==> config.mk <==
export PLATFORM = sky130hd
export DESIGN_NAME = shp3_kernel
export DESIGN_NICKNAME = d
export VERILOG_FILES = /design/src/rtl/shp3_pkg.sv /design/src/rtl/shp3_kernel.sv
export SDC_FILE = /design/constraint.sdc
export NUM_CORES = 1
export LEC_CHECK = 0
export ABC_AREA = 1
export CORE_ASPECT_RATIO = 0.8
export CORE_UTILIZATION = 55
export DETAILED_ROUTE_END_ITERATION = 6
export DONT_BUFFER_PORTS = 1
export GPL_TIMING_DRIVEN = 0
export MAX_ROUTING_LAYER = met4
export PLACE_DENSITY = 0.67
export SYNTH_ARGS = -nofsm -noshare
export SYNTH_HDL_FRONTEND = slang
export SYNTH_SLANG_ARGS = --single-unit
==> constraint.sdc <==
create_clock -name vclk -period 6.7
set_input_delay 0 -clock vclk [all_inputs]
set_output_delay 0 -clock vclk [all_outputs]
set_load 0.01 [all_outputs]
==> src/rtl/shp3_pkg.sv <==
`timescale 1ns / 1ps
`default_nettype none

package shp3_pkg;

	localparam int MAX_WIDTH  = 4096;
	localparam int MAX_HEIGHT = 4096;
	localparam int ADDR_W     = $clog2(MAX_WIDTH);
	localparam int POS_W      = 12;
	localparam int CFG_W      = 13;

	typedef logic [7:0]          pix_t;
	typedef logic [POS_W-1:0]    pos_t;
	typedef logic [CFG_W-1:0]    cfg_t;

	typedef enum logic {
		REG_FRAME_WIDTH  = 1'b0,
		REG_FRAME_HEIGHT = 1'b1
	} reg_idx_t;

	// one window column: rows R-2, R-1 and R
	typedef struct packed {
		pix_t top;
		pix_t mid;
		pix_t bot;
	} column_t;

	typedef struct packed {
		pos_t row;
		pos_t col;
		pix_t value;
	} result_t;

endpackage

`default_nettype wire

==> src/rtl/shp3_kernel.sv <==
`timescale 1ns / 1ps
`default_nettype none

module shp3_kernel
	import shp3_pkg::*;
(
	input  column_t l,
	input  column_t m,
	input  column_t r,
	output pix_t    value
);

	logic [9:0]         corners;
	logic [9:0]         edges;
	logic [12:0]        centre20;
	logic signed [13:0] v;
	logic signed [9:0]  delta;
	logic signed [10:0] t;

	always_comb begin
		corners  = 10'(l.top) + 10'(r.top) + 10'(l.bot) + 10'(r.bot);
		edges    = 10'(m.top) + 10'(l.mid) + 10'(r.mid) + 10'(m.bot);
		centre20 = {1'b0, m.mid, 4'b0000} + {3'b000, m.mid, 2'b00};
		v        = $signed(14'(corners) + {2'b00, edges, 2'b00} + 14'd8 - 14'(centre20));
		// floor division by 16
		delta    = 10'(v >>> 4);
		t        = $signed({3'b000, m.mid}) - 11'(delta);
		if (t < 0) begin
			value = 8'd0;
		end else if (t > 11'sd255) begin
			value = 8'd255;
		end else begin
			value = t[7:0];
		end
	end

endmodule

`default_nettype wire
==> results of run 1 <==
## critical path, delay by kind of cell
family | cells | cell delay, ns
AO/OA/AOI/OAI | 7 | 1.00
adder cells (fa/ha/maj) | 9 | 3.74
XOR/XNOR | 2 | 0.31
AND/OR/NAND/NOR | 10 | 0.91
buffers and inverters | 6 | 0.32
## stage by stage
| step | util [%] | TNS (ns) |
|---|---|---|
| floorplan | - | 0 |
| CTS | 59.2 | 0 |
| detailed placement | 59.2 | 0 |
| finish | 60.1 | 0 |
| global placement | 59.2 | 0 |
| global route | 60.1 | -0.000155 |
## what timing repair did
| action | CTS | global route |
|---|---|---|
| endpoints found under the setup margin | 0 | 8 |
| resized for setup | 0 | 5 |
| setup buffers | 0 | 1 |
## path summary, 6_finish.rpt
check / start / cells past startpoint / slack (ns) / endpoint
worst max-delay path: l[11] / 34 / 0.41 / value[1]
worst min-delay path: m[8] / 5 / 0.45 / value[0]
## metal layers
layer / wire [um] / up-vias / track usage (%)
li1: - / 1087 / -
met5: 0 / - / -
met2: 2010 / 59 / 30.7
met4: 0 / 0 / 0
met3: 193 / 0 / 0.611
met1: 2380 / 953 / 26.0
## area by class of cell
| cell class | count | area share [%] |
|---|---|---|
| multi-input cells | 244 | 82.7 |
| inverters | 118 | 14.5 |
| well taps | 62 | 2.55 |
| repair buffers | 1 | 0.247 |
## cell usage after synthesis (all sizes together)
library cell and n:
nand3b 1, nand3 15, nand2 60, xnor2 9
nand4 3, a21oi 19, fa 50, o211a 1
xor2 9, nor2 14, a31oi 1, a31o 1
inv 118, o21bai 2, ha 50, o21ai 5
a21o 4
## cells by family (layout without fill, tap and decap cells)
| logic type | after synthesis | in the layout | synth area share [%] |
|---|---|---|---|
| xor gates and xnor gates | 18 | 18 | 5.40 |
| buffers and inverters | 118 | 119 | 15.2 |
| adders and majority gates | 100 | 100 | 55.7 |
| AOI/OAI and AO/OA | 33 | 33 | 7.54 |
| and+or+nand+nor | 93 | 93 | 16.2 |
==> summary.txt, run 1 <==
Routing
  • Final WL: ~4.6 mm
  • Vias per cell: about 4.9
  • DRT antenna net count: 0
  • DRC Markers: 0
  • Vias: 2099
  • Initial DRT Pass Iterations: 4
  • Avg WL per Cell: ~11 um
  • Initial DRC count: 49

GRT
  • Global-route wire length before repair: 8.16 mm
  • Pin count of the biggest net entering global routing: 9
  • Gr ovfl total: 0
  • Vias in the first global route: 1971
  • Global Route Usage Sum: between 10% and 20%
  • Initial antenna violation count: 0

Synth
  • Yosys cell types: 29
  • Mapped cell area: between 2000 and 3000 sq um
  • Top cell type's share of synthesized area: 34.3%
  • Synth area leader: fa_1
  • Syn avg cell area: 8.07 sq um
  • Syn Inst Count: approximately 360
  • Sequential element share of the synthesized area: 0%
  • Net count after synthesis: roughly 530
  • Area contributors post-synth: fa_1, ha_1, inv_1
  • Synthesis Warnings: 0

Placed design
  • DP Wirelength: about 4.4 mm
  • Buffers on Ports: 0
  • GP Congestion: about 0.8
  • DP Worst Slack: 0.206 ns
  • Placed cell area: 3000 sq um
  • Number of placed cells counting well taps: around 420

Worst setup path
  • Crit Path Category: input pin to output port
  • Worst EP arrival: ~6.3 ns
  • Worst-path fanout max: 8
  • Startpoint Class: input pin
  • Slowest-stage cell, CP: fa_1
  • CP Data Required Time: approximately 6.7 ns
  • CP max stage delay: ~0.53 ns
  • Worst path most repeated cell: nand2_1
  • Crit. End Element: output port

Floorplan
  • Die ar.: 5610 sq um
  • DIE WIDTH: around 83 um
  • Rows: 23
  • Core area: a little over 5000 sq um
  • IO Pins: 80
  • Die Height: about 67 um
  • Initial core utilization: roughly 58%

Cells and area
  • Sequential cell count: 0
  • N_diodes: 0
  • Layout cells sized above 1: 9.09%
  • Final Cell Area: about 3000 sq um
  • Clock buffers: 0
  • Area of the multi-input gates: roughly 2500 sq um
  • Synthesis-to-layout area growth: 4.28%
  • Commonest non-fill, non-tap cells in the layout: inv_1, nand2_1, fa_1, ha_1, a21oi_1
  • Register area: 0 sq um
  • Fin cells: 425
  • Layout fillers: between 400 and 500
  • NumNets Final: 537
  • Most common cell after layout, fill and taps aside: inv_1

Timing
  • Fin. max-slew vios: 0
  • Final setup fails: 0
  • Max Clock Freq: around 160 MHz
  • Normalized max-slew margin: slightly below 80%
  • Hold Slack: roughly 0.45 ns
  • Slew @ Worst Pin: between 0.3 and 0.4 ns
  • Minimum clock period: between 6 and 7 ns
  • Hold Fails Final Rpt: 0
  • Final Worst Setup Slack: 0.407 ns
  • Fin crit share: a little over nine tenths

Run status
  • Outcome: complete, no violations

Clock network
  • Post-CTS Hold Fix Bufs: 0

Run
  • Max-cap violations: 0

Worst hold path
  • Hold Crit Class: input pin to output port
Power of run 1 is not shown: default switching activity piles up to over one toggle a cycle in this logic, so the estimate is an artifact.
==> run 2, diff against run 1 <==
CORE_UTILIZATION = 35   (was 55)
PLACE_DENSITY = 0.46   (was 0.67)
REMOVE_ABC_BUFFERS = 1   (was unset)
==> run 2 against run 1 <==
  * Core utilization shrank 21 points
  * Worst setup slack got worse by 0.016 ns
  * Routed wire length up 12%
  * Global-route usage down 5.6 points
  * Cell count grew 11%
  * Critical path type unchanged
==> summary.txt, run 2 (synthesized netlist as in run 1, its figures left out) <==
GRT
  • Vias in the first global route: 1965
  • Pin count of the biggest net entering global routing: 9
  • Global Route Usage Sum: roughly an eighth
  • Global-route wire length before repair: about 8.8 mm
  • Gr ovfl total: 0
  • Initial antenna violation count: 0

Placed design
  • DP Wirelength: around 4.9 mm
  • Placed cell area: 3060 sq um
  • GP Congestion: about 0.73
  • Buffers on Ports: 0
  • DP Worst Slack: roughly 0.095 ns

Worst setup path
  • CP top delay family: adder cells
  • CP Data Required Time: around 6.7 ns
  • Crit. End Element: output port
  • Worst-path fanout max: 8
  • Slowest-stage cell, CP: fa_2
  • Worst path most repeated cell: nand2_1
  • Worst EP arrival: between 6 and 7 ns
  • CP max stage delay: 0.56 ns
  • Worst Setup SP: l[11]
  • Bufs and invs on worst path: 6
  • Crit Path Category: input pin to output port
  • Startpoint Class: input pin

Floorplan
  • Initial core utilization: a little over a third
  • DIE WIDTH: between 100 and 150 um
  • Die ar.: a little under 9000 sq um
  • IO Pins: 80
  • Die Height: between 80 and 90 um
  • Core area: approximately 8000 sq um
  • Rows: 29

Timing
  • Fin. max-slew vios: 0
  • Final setup fails: 0
  • Hold Fails Final Rpt: 0
  • Fin crit share: a little over nine tenths
  • Final Worst Setup Slack: approximately 0.4 ns
  • Minimum clock period: roughly 6.3 ns
  • Setup tns final: 0 ns
  • Hold Slack: between 0.4 and 0.5 ns
  • Slew @ Worst Pin: approximately 0.32 ns
  • Normalized max-slew margin: between 70% and 80%
  • Max Clock Freq: 159 MHz

Cells and area
  • NumNets Final: approximately 540
  • Sequential cell count: 0
  • N_diodes: 0
  • Register area: 0 sq um
  • Commonest non-fill, non-tap cells in the layout: inv_1, nand2_1, fa_1, ha_1, a21oi_1
  • Synthesis-to-layout area growth: 7.07%
  • Most common cell after layout, fill and taps aside: inv_1
  • Final Cell Area: approximately 3100 sq um
  • Clock buffers: 0
  • Layout cells sized above 1: 10.2%

Routing
  • Avg WL per Cell: between 10 and 15 um
  • Initial DRT Pass Iterations: 4
  • Vias per cell: around 4.4
  • Final WL: just over 5 mm
  • DRT antenna net count: 0
  • Initial DRC count: 32
  • DRC Markers: 0
  • Vias: about 2100

Worst hold path
  • Min-delay src: m[8]
  • Hold Path Sink: value[0]
  • Hold Crit Class: input pin to output port
  • Hold depth: 5

Run
  • Max-cap violations: 0

Clock network
  • Post-CTS Hold Fix Bufs: 0

Run status
  • Outcome: complete, no violations
run 2: cell counts in the layout (fill, tap and decap cells not counted):
Identical to the previous run, type by type.
run 2: repair_timing:
action / in CTS / in global routing
buffers inserted: 0 / 1
gates resized for setup: 0 / 10
setup endpoints to repair: 0 / 8
run 2: per-stage QoR:
step | cells | utilization (%)
after floorplan | 362 | -
after global placement | 470 | 38.1
after detailed placement | 470 | 38.1
after CTS | 470 | 38.1
after global routing | 471 | 39.0
final | 471 | 39.0
run 2: worst max-delay path by stage:
| stage | endpoint | cells past startpoint |
|---|---|---|
| floorplan | value[0] | 34 |
| global placement | value[7] | 34 |
| detailed placement | value[2] | 34 |
| CTS | value[7] | 34 |
| global route | value[1] | 34 |
| finish | value[0] | 34 |
run 2: metal layers:
metal	track usage, %	wire length, um	vias to the layer above
met5	-	0	-
met4	0	0	0
met3	1.25	212	0
met2	19.3	2220	52
met1	18.4	2700	951
li1	-	-	1079
run 2: cell type report:
type	count	area [sq um]
inverters	118	443
repair buffers	1	7.51
well taps	108	135
multi-input cells	244	2540
fillers	860	4890
run 2: worst min-delay path: stages:
cell and delay, ns:
inv_1 0.09, ha_1 0.16, nand3_1 0.08, nand2_1 0.06, inv_1 0.06
Power of run 2 is left out for the same reason.
